==> src/rtl/kct_pkg.sv <==
`default_nettype none

package kct_pkg;

  localparam logic [3:0] KEY_HASH  = 4'd10;
  localparam logic [3:0] KEY_PLUS  = 4'd11;
  localparam logic [3:0] KEY_MINUS = 4'd12;
  localparam logic [3:0] KEY_CLEAR = 4'd13;

  localparam logic [5:0] SECS_PER_MIN = 6'd60;
  localparam logic [5:0] SECS_MAX     = 6'd59;
  localparam logic [3:0] DEC_BASE     = 4'd10;

  typedef struct packed {
    logic       cmd;
    logic [3:0] key;
  } in_t;

  typedef struct packed {
    logic        running;
    logic        active;
    logic        expired;
    logic [12:0] remaining_secs;
    logic [6:0]  show_minutes;
    logic [5:0]  show_seconds;
    logic [3:0]  minute_tens;
    logic [3:0]  minute_ones;
    logic [3:0]  second_tens;
    logic [3:0]  second_ones;
  } out_t;

  // digits[0] is seconds ones, digits[3] is minutes tens
  // show_minutes / show_seconds track seconds_left as a borrow counter
  typedef struct packed {
    logic            run_mode;
    logic            ticking;
    logic [3:0][3:0] digits;
    logic [1:0]      entered_count;
    logic [12:0]     seconds_left;
    logic [6:0]      show_minutes;
    logic [5:0]      show_seconds;
  } state_t;

endpackage

`default_nettype wire

==> src/rtl/kct_step.sv <==
`default_nettype none

module kct_step (
  input  kct_pkg::state_t st,
  input  kct_pkg::in_t    item,
  output kct_pkg::state_t st_next,
  output kct_pkg::out_t   res
);

  logic [6:0]  load_mins;
  logic [6:0]  load_secs;
  logic [12:0] load_total;
  logic        load_carry;
  logic        expired;
  logic        go_entry;

  // mm:ss buffer to seconds, seconds field may reach 99
  assign load_mins  = 7'(st.digits[3]) * 7'(kct_pkg::DEC_BASE) + 7'(st.digits[2]);
  assign load_secs  = 7'(st.digits[1]) * 7'(kct_pkg::DEC_BASE) + 7'(st.digits[0]);
  assign load_total = 13'(load_mins) * 13'(kct_pkg::SECS_PER_MIN) + 13'(load_secs);
  assign load_carry = (load_secs >= 7'(kct_pkg::SECS_PER_MIN));

  always_comb begin
    st_next  = st;
    expired  = 1'b0;
    go_entry = 1'b0;
    if (item.cmd) begin
      if (st.run_mode && st.ticking) begin
        if (st.seconds_left != 13'd0) begin
          st_next.seconds_left = st.seconds_left - 13'd1;
          if (st.show_seconds == 6'd0) begin
            st_next.show_seconds = kct_pkg::SECS_MAX;
            st_next.show_minutes = st.show_minutes - 7'd1;
          end else begin
            st_next.show_seconds = st.show_seconds - 6'd1;
          end
          expired  = (st.seconds_left == 13'd1);
          go_entry = expired;
        end else begin
          go_entry = 1'b1;
        end
      end
    end else if (item.key == kct_pkg::KEY_CLEAR) begin
      go_entry = 1'b1;
    end else if (!st.run_mode) begin
      if (item.key < kct_pkg::DEC_BASE) begin
        for (int i = 1; i < 4; i++) begin
          if (st.entered_count >= 2'(i)) begin
            st_next.digits[i] = st.digits[i-1];
          end
        end
        st_next.digits[0] = item.key;
        if (st.entered_count != 2'd3) begin
          st_next.entered_count = st.entered_count + 2'd1;
        end
      end else if (item.key == kct_pkg::KEY_HASH) begin
        st_next.seconds_left = load_total;
        st_next.show_minutes = load_mins + 7'(load_carry);
        st_next.show_seconds = load_carry ? 6'(load_secs - 7'(kct_pkg::SECS_PER_MIN))
                                          : 6'(load_secs);
        st_next.run_mode     = 1'b1;
        st_next.ticking      = 1'b1;
        go_entry             = (load_total == 13'd0);
      end else if (item.key == kct_pkg::KEY_MINUS) begin
        go_entry = 1'b1;
      end
    end else begin
      if (item.key == kct_pkg::KEY_PLUS) begin
        st_next.ticking = ~st.ticking;
      end else if (item.key == kct_pkg::KEY_MINUS) begin
        go_entry = 1'b1;
      end
    end
    if (go_entry) begin
      st_next = '0;
    end
  end

  always_comb begin
    res.running        = st_next.run_mode;
    res.active         = st_next.ticking;
    res.expired        = expired;
    res.remaining_secs = st_next.seconds_left;
    res.show_minutes   = st_next.show_minutes;
    res.show_seconds   = st_next.show_seconds;
    res.minute_tens    = st_next.digits[3];
    res.minute_ones    = st_next.digits[2];
    res.second_tens    = st_next.digits[1];
    res.second_ones    = st_next.digits[0];
  end

endmodule

`default_nettype wire

==> src/rtl/keypad_countdown_timer_unit.sv <==
// result_valid rises when the accepted input transaction advances from the input register
// into the result register; while the result is stalled, the transaction waits in the input register
// throughput: one transaction per cycle while result_stall is low, set by the combinational state update
// a waiting result does not block the input register; it stalls only when both are full
// rst (synchronous) empties both registers and puts the timer in entry mode, all zero
`default_nettype none

module keypad_countdown_timer_unit (
  input  wire              clk,
  input  wire              rst,
  input  wire              item_valid,
  output logic             item_stall,
  input  kct_pkg::in_t     item,
  output logic             result_valid,
  input  wire              result_stall,
  output kct_pkg::out_t    result
);

  logic            held_valid;
  kct_pkg::in_t    held;
  kct_pkg::state_t st;
  kct_pkg::state_t st_next;
  kct_pkg::out_t   res;
  logic            advance;

  assign advance    = held_valid && (!result_valid || !result_stall);
  assign item_stall = held_valid && !advance;

  kct_step u_step (
    .st      (st),
    .item    (held),
    .st_next (st_next),
    .res     (res)
  );

  always_ff @(posedge clk) begin
    if (rst) begin
      held_valid <= 1'b0;
    end else if (item_valid && !item_stall) begin
      held_valid <= 1'b1;
    end else if (advance) begin
      held_valid <= 1'b0;
    end
  end

  always_ff @(posedge clk) begin
    if (item_valid && !item_stall) begin
      held <= item;
    end
  end

  always_ff @(posedge clk) begin
    if (rst) begin
      st           <= '0;
      result_valid <= 1'b0;
    end else if (advance) begin
      st           <= st_next;
      result_valid <= 1'b1;
    end else if (!result_stall) begin
      result_valid <= 1'b0;
    end
  end

  always_ff @(posedge clk) begin
    if (advance) begin
      result <= res;
    end
  end

  // minute/second counters must stay in step with the seconds count
  a_split_consistent: assert property (@(posedge clk) disable iff (rst)
    result_valid |-> (result.remaining_secs ==
      13'(result.show_minutes) * 13'd60 + 13'(result.show_seconds)))
    else $error("mm:ss display out of step with remaining seconds");

  a_entry_idle: assert property (@(posedge clk) disable iff (rst)
    !st.run_mode |-> (!st.ticking && st.seconds_left == 13'd0))
    else $error("entry mode with live countdown state");

  a_run_nonzero: assert property (@(posedge clk) disable iff (rst)
    st.run_mode |-> (st.seconds_left != 13'd0))
    else $error("counting with zero seconds left");

  a_expire_to_entry: assert property (@(posedge clk) disable iff (rst)
    (result_valid && result.expired) |->
      (!result.running && !result.active && result.remaining_secs == 13'd0))
    else $error("expired without return to entry mode");

  a_state_only_on_advance: assert property (@(posedge clk) disable iff (rst)
    !$past(advance) && !$past(rst) |-> $stable(st))
    else $error("timer state changed with no transaction");

endmodule

`default_nettype wire
==> config.mk <==
export PLATFORM = sky130hd
export DESIGN_NAME = keypad_countdown_timer_unit
export DESIGN_NICKNAME = d
export VERILOG_FILES = /design/src/rtl/kct_pkg.sv /design/src/rtl/kct_step.sv /design/src/rtl/keypad_countdown_timer_unit.sv
export SDC_FILE = /design/constraint.sdc
export NUM_CORES = 1
export LEC_CHECK = 0
export BUFFER_PORTS_ARGS = -buffer_cell sky130_fd_sc_hd__clkbuf_2
export CELL_PAD_IN_SITES_DETAIL_PLACEMENT = 1
export CELL_PAD_IN_SITES_GLOBAL_PLACEMENT = 1
export CORE_MARGIN = 10
export CORE_UTILIZATION = 46
export CTS_CLUSTER_SIZE = 30
export DETAILED_ROUTE_END_ITERATION = 16
export PLACE_DENSITY = 0.85
export SYNTH_ARGS = -nofsm -noshare
export SYNTH_HDL_FRONTEND = slang
export SYNTH_SLANG_ARGS = --single-unit
==> constraint.sdc <==
create_clock -name clk -period 6 [get_ports clk]
set_clock_uncertainty 0.2 [all_clocks]
set_input_delay 0.3 -clock clk [delete_from_list [all_inputs] [get_ports clk]]
set_output_delay 0.3 -clock clk [all_outputs]
set_load 0.1 [all_outputs]
==> metrics.md, run 1 <==
| Metric | Value |
|---|---|
| Critical-path top delay cell | `fa_1` |
| Hold Path Stages | `2` |
| Post-Route Setup TNS | `0 ns` |
| Startpoint Class | `register` |
| Worst Path Arrival | `5.72 ns` |
| Share of cells above drive strength 1 | `0.155` |
| Sequential cell area | `2460 sq um` |
| Leak | `3.13 nW` |
| Synthesized flop and latch total | `98` |
| Post-synth ARST share | `0` |
| Final wirelength | `20.9 mm` |
| Yosys Warn Count | `0` |
| Power per standard cell area | `214 nW/um^2` |
| N_diodes | `0` |
| Global Route Usage Sum | `0.214` |
| Clock latency at the later pin of the worst-skew pair | `0.36 ns` |
| Yosys cell types | `64` |
| DP Area | `6880 sq um` |
| Wire length of the first global-routing pass | `32.3 mm` |
| Netlist Area Pre-Place | `6350 sq um` |
| Initial drt markers | `471` |
| Synthesized area per cell | `8.83 sq um` |
| Worst hold margin | `0.0502 ns` |
| Clk sink count | `98` |
| CTS Buf Count | `9` |
| Root Buffer | `clkbuf_16` |
| Final worst path period share | `0.972` |
| Die X-Extent | `138 microns` |
| Core Area | `13400 sq um` |
| Top FF cell, synth | `edfxtp_1` |
| Initial antenna violation count | `0` |
| Slew Limit Fails | `0` |
| Critical Path End Type | `register` |
| Worst-path maximum fanout | `9` |
| Die height | `138 microns` |
| Fillers | `1604` |
| Via-per-instance ratio | `6.08` |
| Routed len/inst | `21.5 microns` |
| Initial Util | `0.474` |
| Min Tclk post-route | `5.83 ns` |
| Overall Power | `0.00158 W` |
| Slowest stage delay, CP | `0.53 ns` |
| Worst-margin pin slew | `1.31 ns` |
| Slew HR | `0.124` |
| Status | `finished, final reports clean` |
| Worst setup path class | `register to register` |
| Routed Antenna Nets | `0` |
| Gr ovfl total | `0` |
| TritonCTS clock tree | `done` |
| # rows | `42` |
| EDFF count, synth | `50` |
| Post-Syn Nets | `788` |
| DPL Wire Length | `14.3 mm` |
| Port-buffer cells | `55` |
| Max VDD drop | `0.000197 V` |
| Vias in the first global route | `6404` |
| Max-cap violations | `0` |
| Setup violations, final | `0` |
| Die area | `18900 sq um` |
| Footprint of the multi-input gates | `3720 sq um` |
| DR pass1 iterations | `6` |
| Max frequency | `172 MHz` |
| Gate Count Post-Synth | `720` |
| Vias | `5895` |
| Most common cell on crit path | `ha_1` |
| CP required | `5.89 ns` |
| # DRC | `0` |
| RD Place Congestion | `0.866` |
| Area Overhead vs Synth | `16.4%` |
| H-Tree Level Count | `3` |
| Largest net degree at the start of global routing | `49` |
| Path depth of the worst reg2reg path | `23` |
| Final Core Density | `0.552` |
| Sequential-to-total area share from yosys stat | `0.387` |
| I/O pin total | `56` |
| Hold Crit Class | `primary input to register` |
| Crit path cell chain | `ha_1 -> ha_1 -> a21oi_1 -> nand2_1 -> xor2_1 -> buf_4 -> xnor2_1 -> ha_1 -> inv_1 -> fa_1 -> inv_1 -> ha_1 -> inv_2 -> o41ai_4 -> xor2_2 -> nand4_1 -> o22ai_1 -> and3_4 -> a21boi_4 -> a221oi_4 -> buf_4 -> clkbuf_16 -> nor2_1` |
| Nets | `857` |
| Post-route cell area | `7400 sq um` |
| Clk buf depth | `2` |
| Hold Vio Cnt, Final | `0` |
| Worst-path clk slew | `0.08 ns` |
-- per-layer routing --
| metal | vias to the layer above | track usage | part of all wire |
|---|---|---|---|
| li1 | 2704 | - | - |
| met1 | 2882 | 0.244 | 0.39 |
| met2 | 247 | 0.381 | 0.51 |
| met3 | 62 | 0.0408 | 0.059 |
| met4 | 0 | 0.0943 | 0.042 |
| met5 | - | 0 | 0 |
-- synthesized netlist by cell type (2+ instances only) --
master	count	area [sq um]
nor2b_1	6	37.5
o32ai_1	3	26.3
fa_1	13	260
a31oi_1	10	62.6
and3_1	6	37.5
nand3_1	13	65.1
ha_1	46	576
a21oi_1	50	250
a211o_1	3	26.3
o21ai_1	19	95.1
xor2_1	11	96.3
and3b_1	2	17.5
nor4_1	4	25.0
and2_1	2	12.5
or3_1	8	50.1
nor3_1	15	75.1
buf_2	8	40.0
nor3b_1	2	15.0
or4_1	3	22.5
o22ai_1	2	12.5
nand2b_1	8	50.1
o221ai_1	10	87.6
o211ai_1	13	97.6
nor2_1	72	270
o21bai_1	14	105
edfxtp_1	50	1500
xnor2_1	20	175
a21o_1	8	60.1
dfxtp_1	48	961
clkbuf_1	17	63.8
nand2_1	109	409
nand4_1	4	25.0
a211oi_1	7	52.6
o22a_1	2	17.5
inv_1	44	165
o21ai_0	39	195
a21boi_0	2	15.0
-- per-stage QoR --
step / worst slack [ns] / std cells
after floorplan: 0.210 / 720
final: 0.169 / 970
after global routing: -0.0399 / 970
after CTS: 0.0917 / 962
after detailed placement: 0.136 / 940
after global placement: 0.373 / 940
-- flip-flops by register name, indices dropped and copies added (netlist names) --
name and cells:
held 5, result_valid 1, held_valid 1, st 46, result 45
-- placed cells by master, fill, tap and decap left out, drive strengths merged, types with 12 or more instances in the layout --
master,n
nand2,109
nor2,73
clkbuf,68
o21ai,58
a21oi,52
edfxtp,50
dfxtp,48
inv,47
ha,46
xnor2,20
buf,20
nor3,15
o21bai,14
nand3,14
o211ai,13
fa,13
xor2,12
-- report_power, final --
group | switching [W] | total [W] | internal, W | leakage, nW
registers | 0.0000198 | 0.000751 | 0.000731 | 0.864
clock network | 0.000272 | 0.000558 | 0.000286 | 0.128
logic | 0.000215 | 0.000272 | 0.0000568 | 2.14
total | 0.000507 | 0.00158 | 0.00107 | 3.13
-- kinds of logic after synthesis --
logic type | after synthesis | synth area share
XOR/XNOR | 32 | 0.0453
buffers and inverters | 70 | 0.0429
AO/OA/AOI/OAI | 197 | 0.203
adder cells (fa/ha/maj) | 59 | 0.132
multiplexers | 2 | 0.00335
AND/OR/NAND/NOR | 262 | 0.186
flip-flops | 98 | 0.387
-- repair_timing --
item | 4_1_cts | 5_1_grt
hold endpoints to repair | 6 | 0
setup buffers | 0 | 6
hold buffers | 6 | 0
resized for setup | 0 | 17
endpoints found under the setup margin | 0 | 87
-- area by class of cell --
type,instances,share of cell area
timing repair buffer,83,0.0746
tap,176,0.0298
clock inverter,5,0.00541
multi-input combinational,552,0.503
sequential,98,0.333
inverter,45,0.0228
clock buffer,11,0.0315
-- critical path: cells and delay by family (launching register included) --
kind | cells | cell delay [ns]
AO/OA/AOI/OAI | 5 | 1.24
adder cells (fa/ha/maj) | 5 | 1.85
AND/OR/NAND/NOR | 4 | 0.66
buffers and inverters | 6 | 0.68
XOR/XNOR | 3 | 0.59
flip-flops | 1 | 0.35
-- final timing paths --
kind	startpoint	end	slack, ns
setup / recovery	st[40]	result[17]	0.17
setup reg to reg	st[40]	result[17]	0.17
hold / removal	rst	st[27]	0.05
hold reg to reg	st[24]	st[24]	0.30
No activity file was read; power rests on OpenSTA's default activity.
==> run 2: changes to the inputs <==
--- a/config.mk
+++ b/config.mk
@@ -13,6 +13,7 @@
 export CTS_CLUSTER_SIZE = 30
 export DETAILED_ROUTE_END_ITERATION = 16
 export PLACE_DENSITY = 0.85
+export SETUP_SLACK_MARGIN = 0.02
 export SYNTH_ARGS = -nofsm -noshare
 export SYNTH_HDL_FRONTEND = slang
 export SYNTH_SLANG_ARGS = --single-unit
==> constraint.sdc (replaced) <==
create_clock -name clk -period 6 [get_ports clk]
set_clock_uncertainty 0.2 [all_clocks]
set_input_delay 0.3 -clock clk [delete_from_list [all_inputs] [get_ports clk]]
set_output_delay 0.3 -clock clk [all_outputs]
set_load 0.05 [all_outputs]
==> metrics.md, run 2 (synthesized netlist as in run 1, its figures left out) <==
| Metric | Value |
|---|---|
| Status | `finished, final reports clean` |
| Cell family with most CP delay | `adder cells` |
| # rows | `42 (unchanged)` |
| Post-Route Setup TNS | `0 ns (unchanged)` |
| Worst-path maximum fanout | `9 (unchanged)` |
| Slew HR | `0.112 (-0.0122)` |
| Startpoint Class | `register` |
| Clk sink count | `98 (unchanged)` |
| Largest net degree at the start of global routing | `49 (unchanged)` |
| Critical-path top delay cell | `fa_1` |
| Final worst path period share | `0.973 (about the same)` |
| Nets | `857 (unchanged)` |
| Final wirelength | `20.9 mm (about the same)` |
| Most common cell on crit path | `ha_1` |
| Routed len/inst | `21.5 microns (about the same)` |
| N_diodes | `0 (unchanged)` |
| CP required | `5.90 ns (about the same)` |
| Commonest non-fill, non-tap cell in the layout | `nand2_1` |
| WP buf/inv | `6 (unchanged)` |
| Vias | `5886 (-0.15%)` |
| Max frequency | `171 MHz (about the same)` |
| Max FFs per register | `46 (unchanged)` |
| Hold Crit Class | `primary input to register` |
| Biggest register | `st` |
| Routed Antenna Nets | `0 (unchanged)` |
| Power per standard cell area | `205 nW/um^2 (-3.8%)` |
| Wire length of the first global-routing pass | `32.3 mm (unchanged)` |
| Initial Util | `0.474 (unchanged)` |
| Max-cap violations | `0 (unchanged)` |
| CTS Buf Count | `9 (unchanged)` |
| Global Route Usage Sum | `0.214 (unchanged)` |
| Gr ovfl total | `0 (unchanged)` |
| Root Buffer | `clkbuf_16` |
| Via-per-instance ratio | `6.07 (-0.15%)` |
| Worst-path clk slew | `0.07 ns (about the same)` |
| Min Tclk post-route | `5.84 ns (+0.00508 ns)` |
| DR pass1 iterations | `5 (-1)` |
| Die X-Extent | `138 microns (unchanged)` |
| Initial drt markers | `499 (+5.9%)` |
| Area Overhead vs Synth | `16.4% (unchanged)` |
| Die area | `18900 sq um (unchanged)` |
| TritonCTS clock tree | `done` |
| DPL Wire Length | `14.3 mm (unchanged)` |
| Post-route cell area | `7400 sq um (unchanged)` |
| RD Place Congestion | `0.866 (unchanged)` |
| Die height | `138 microns (unchanged)` |
| DP Area | `6880 sq um (unchanged)` |
| Clock latency at the later pin of the worst-skew pair | `0.36 ns (about the same)` |
| Most frequent cells in the layout | `nand2_1 (109), nor2_1 (71), clkbuf_2 (55)` |
| Crit path cell chain | `ha_1 -> ha_1 -> a21oi_1 -> nand2_1 -> xor2_1 -> buf_4 -> xnor2_1 -> ha_1 -> inv_1 -> fa_1 -> inv_1 -> ha_1 -> inv_2 -> o41ai_4 -> xor2_2 -> nand4_1 -> o22ai_1 -> and3_4 -> a21boi_4 -> a221oi_4 -> buf_4 -> clkbuf_16 -> a21oi_1` |
| Vias in the first global route | `6404 (unchanged)` |
| Core Area | `13400 sq um (unchanged)` |
| Hold Vio Cnt, Final | `0 (unchanged)` |
| Critical Path End Type | `register` |
| Clk buf depth | `2 (unchanged)` |
| Slew Limit Fails | `0 (unchanged)` |
| H-Tree Level Count | `3 (unchanged)` |
| Initial antenna violation count | `0 (unchanged)` |
| Max VDD drop | `0.000187 V (-5.0%)` |
| Worst-margin pin slew | `1.33 ns (+0.0183 ns)` |
| I/O pin total | `56 (unchanged)` |
| Setup violations, final | `0 (unchanged)` |
| Reg2reg setup slack | `0.16 ns (about the same)` |
| Largest regs | `st (46), result (45), held (5)` |
| Slowest stage delay, CP | `0.53 ns (about the same)` |
| # DRC | `0 (unchanged)` |
| Leak | `3.13 nW (about the same)` |
| Share of cells above drive strength 1 | `0.155 (unchanged)` |
| Worst setup path class | `register to register` |
| Port-buffer cells | `55 (unchanged)` |
| Worst Path Arrival | `5.73 ns (about the same)` |
[run 2: cell counts in the layout (fill, tap and decap cells not counted)]
No cell type changed its count.
[run 2: area by class of cell]
class | count | area [sq um]
clock inverter | 5 | 40.0
inverter | 45 | 169
clock buffer | 11 | 233
fill | 1607 | 6000
sequential | 98 | 2460
tap | 176 | 220
timing repair buffer | 83 | 552
multi-input combinational | 552 | 3720
[run 2: final timing paths]
kind	from	endpoint	cells past startpoint
worst min-delay path	rst	held_valid	2
worst max register to register	st[40]	result[6]	23
worst min register to register	st[7]	st[7]	2
worst max-delay path	st[40]	result[6]	23
[run 2: metal layers]
metal	global-route usage	share of wire	wire [microns]
met4	0.0943	0.042	884
met5	0	0	0
met1	0.244	0.40	8410
met2	0.381	0.50	10500
met3	0.0408	0.051	1060
[run 2: per-stage QoR]
step / hold WS [ns] / worst slack, ns / instances / total power [W] / utilization
floorplan: 0.169 / 0.463 / 720 / 0.000901 / -
global placement: 0.256 / 0.373 / 940 / 0.000951 / 0.514
detailed placement: 0.266 / 0.136 / 940 / 0.000961 / 0.514
CTS: 0.0353 / 0.0917 / 962 / 0.00151 / 0.539
global route: 0.0379 / -0.00773 / 970 / 0.00158 / 0.552
finish: 0.0538 / 0.164 / 970 / 0.00152 / 0.552
[run 2: what timing repair did]
item                                    in CTS  in global routing
hold endpoints to repair                     6                  0
resized for setup                            0                 18
setup buffers                                0                  6
hold buffers                                 6                  0
endpoints found under the setup margin       0                 87
[run 2: power breakdown]
group,switching [W],internal (W),total (W)
clock network,0.000270,0.000286,0.000555
registers,0.0000196,0.000731,0.000751
logic,0.000158,0.0000562,0.000214
total,0.000447,0.00107,0.00152
==> run 3: changes to the inputs <==
--- a/config.mk
+++ b/config.mk
@@ -6,10 +6,8 @@
 export NUM_CORES = 1
 export LEC_CHECK = 0
 export BUFFER_PORTS_ARGS = -buffer_cell sky130_fd_sc_hd__clkbuf_2
-export CELL_PAD_IN_SITES_DETAIL_PLACEMENT = 1
-export CELL_PAD_IN_SITES_GLOBAL_PLACEMENT = 1
 export CORE_MARGIN = 10
-export CORE_UTILIZATION = 46
+export CORE_UTILIZATION = 60
 export CTS_CLUSTER_SIZE = 30
 export DETAILED_ROUTE_END_ITERATION = 16
 export PLACE_DENSITY = 0.85
==> metrics.md, run 3 (synthesized netlist as in run 1, its figures left out) <==
| Metric | Value |
|---|---|
| Final worst path period share | `0.967 (-0.00527)` |
| Commonest non-fill, non-tap cell in the layout | `nand2_1` |
| Max-cap violations | `0 (unchanged)` |
| Worst Path Arrival | `5.81 ns (+0.08 ns)` |
| RD Place Congestion | `0.897 (+3.6%)` |
| DR pass1 iterations | `6 (+1)` |
| Core Area | `10300 sq um (-23%)` |
| M1 WL | `6.36 mm (-24%)` |
| Worst-margin pin slew | `1.11 ns (-0.214 ns)` |
| Crit path cell chain | `ha_1 -> fa_1 -> inv_1 -> fa_1 -> inv_1 -> fa_1 -> inv_1 -> fa_1 -> xnor2_1 -> ha_1 -> o21ai_0 -> o21bai_1 -> and3b_1 -> nand3_2 -> buf_4 -> a2111o_1 -> and3_4 -> buf_4 -> a21boi_4 -> a221oi_4 -> buf_6 -> nor3_1` |
| Hold Crit Class | `primary input to register` |
| Highest routed layer | `met4` |
| Die height | `123 microns (-11%)` |
| Min Tclk post-route | `5.80 ns (-0.0316 ns)` |
| Largest net degree at the start of global routing | `48 (-2.0%)` |
| Status | `finished, final reports clean` |
| Via-per-instance ratio | `6.10 (+0.58%)` |
| Hold Vio Cnt, Final | `0 (unchanged)` |
| Worst setup path class | `register to register` |
| Cell family with most CP delay | `adder cells` |
| Most common cell on crit path | `fa_1` |
| Share of cells above drive strength 1 | `0.169 (+0.0142)` |
| Area Overhead vs Synth | `16.0%` |
| Setup violations, final | `0 (unchanged)` |
| TritonCTS clock tree | `done` |
| DPL Wire Length | `11.7 mm (-18%)` |
| Most frequent cells in the layout | `nand2_1 (109), nor2_1 (71), clkbuf_2 (55)` |
| Routed len/inst | `17.2 microns (-20%)` |
| Vias in the first global route | `5680 (-11%)` |
| Initial Util | `0.616 (+0.141)` |
| Critical-path top delay cell | `fa_1` |
| Die X-Extent | `123 microns (-11%)` |
| N_diodes | `0 (unchanged)` |
| Initial antenna violation count | `0 (unchanged)` |
| I/O pin total | `56 (unchanged)` |
| Routed Antenna Nets | `0 (unchanged)` |
| DP Area | `7000 sq um (+1.7%)` |
| WP buf/inv | `6 (unchanged)` |
| Worst-path clk slew | `0.10 ns (+0.03 ns)` |
| Clock latency at the later pin of the worst-skew pair | `0.38 ns (+0.02 ns)` |
| Post-Route Setup TNS | `0 ns (unchanged)` |
| Worst-path maximum fanout | `29 (+20)` |
| Die area | `15100 sq um (-20%)` |
| Initial drt markers | `624 (+25%)` |
| Final wirelength | `16.4 mm (-21%)` |
| Vias | `5810 (-1.3%)` |
| CP required | `6.01 ns (+0.11 ns)` |
| Met3 WL post-DR | `1.44 mm (+36%)` |
| Reg2reg setup slack | `0.20 ns (+0.03 ns)` |
| Slowest stage delay, CP | `0.56 ns (+0.03 ns)` |
| Slew Limit Fails | `0 (unchanged)` |
| Largest regs | `st (46), result (45), held (5)` |
| Biggest register | `st` |
| CTS Buf Count | `9 (unchanged)` |
| Slew HR | `0.255 (+0.143)` |
| Nets | `879 (+2.6%)` |
| H-Tree Level Count | `3 (unchanged)` |
| Max FFs per register | `46 (unchanged)` |
| Wire length of the first global-routing pass | `26.6 mm (-18%)` |
| Final Core Density | `0.714 (+0.162)` |
| Global Route Usage Sum | `0.212 (-0.00184)` |
| Leak | `3.20 nW (+2.0%)` |
| Fillers | `739 (-54%)` |
| Post-route cell area | `7370 sq um (-0.41%)` |
| RSZ-0062 raised after global routing | `yes` |
| Root Buffer | `clkbuf_8` |
| Critical Path End Type | `register` |
| Clk sink count | `98 (unchanged)` |
| # rows | `37 (-12%)` |
| Max frequency | `172 MHz (+0.54%)` |
| Max VDD drop | `0.000184 V (-1.5%)` |
| DP Worst Slack | `-0.186 ns (-0.322 ns)` |
| Gr ovfl total | `0 (unchanged)` |
| Startpoint Class | `register` |
| Power per standard cell area | `190 nW/um^2 (-7.3%)` |
| Met2 wire length | `8.17 mm (-22%)` |
| PnR worst setup slack | `0.196 ns (+0.0316 ns)` |
| # DRC | `0 (unchanged)` |
| Port-buffer cells | `55 (unchanged)` |
| Clk buf depth | `2 (unchanged)` |
-- run 3: cell count changes in the layout (fill, tap and decap cells not counted), sizes merged --
cell	delta
nor2	+1
clkinv	+1
dlygate4sd3	+2
clkinvlp	-2
bufinv	+1
buf	+21
clkbuf	-3
inv	+1
-- run 3: worst register-to-register path, cell delays in order, from the launching register on --
cell and delay [ns]:
dfxtp_1 0.35, ha_1 0.21, fa_1 0.50, inv_1 0.08, fa_1 0.49, inv_1 0.07
fa_1 0.56, inv_1 0.06, fa_1 0.45, xnor2_1 0.15, ha_1 0.30, o21ai_0 0.08
o21bai_1 0.18, and3b_1 0.22, nand3_2 0.08, buf_4 0.15, a2111o_1 0.41, and3_4 0.21
buf_4 0.14, a21boi_4 0.24, a221oi_4 0.06, buf_6 0.20, nor3_1 0.23
-- run 3: path summary, 6_finish.rpt --
kind                 from      endpoint  cells after the start
min          result_stall  result_valid                      3
min reg2reg        st[12]        st[12]                      2
max                st[40]     result[3]                     22
max reg2reg        st[40]     result[3]                     22
-- run 3: layout make-up --
| cell class | count | area [sq um] | share of cell area |
|---|---|---|---|
| multi-input cells | 553 | 3690 | 0.501 |
| flip-flops and latches | 98 | 2460 | 0.334 |
| repair buffers | 104 | 671 | 0.0910 |
| well taps | 136 | 170 | 0.0231 |
| inverters | 45 | 169 | 0.0229 |
| clock buffers | 10 | 138 | 0.0187 |
| clock inverters | 6 | 71.3 | 0.00968 |
-- run 3: where the power goes --
group	internal, W	switching (W)
Sequential	0.000731	0.0000178
Clock	0.000210	0.000248
Combinational	0.0000504	0.000146
-- run 3: what timing repair did --
action	4_1_cts	5_1_grt
buffers inserted	0	2
endpoints found under the setup margin	16	61
pin swaps	0	3
resized for setup	2	9
hold buffers	8	0
cloned	0	1
hold endpoints to repair	9	0
-- run 3: per-stage QoR --
| step | power, W | cells | hold WS (ns) |
|---|---|---|---|
| floorplan | 0.000901 | 720 | 0.169 |
| global placement | 0.000943 | 925 | 0.257 |
| detailed placement | 0.000949 | 925 | 0.279 |
| CTS | 0.00140 | 949 | 0.0256 |
| global route | 0.00145 | 952 | 0.0632 |
| finish | 0.00140 | 952 | 0.0255 |
-- run 3: metal layers --
layer	vias up	GRT usage
li1	2765	-
met1	2671	0.256
met2	321	0.367
met3	53	0.0424
met4	0	0.0773
met5	-	0
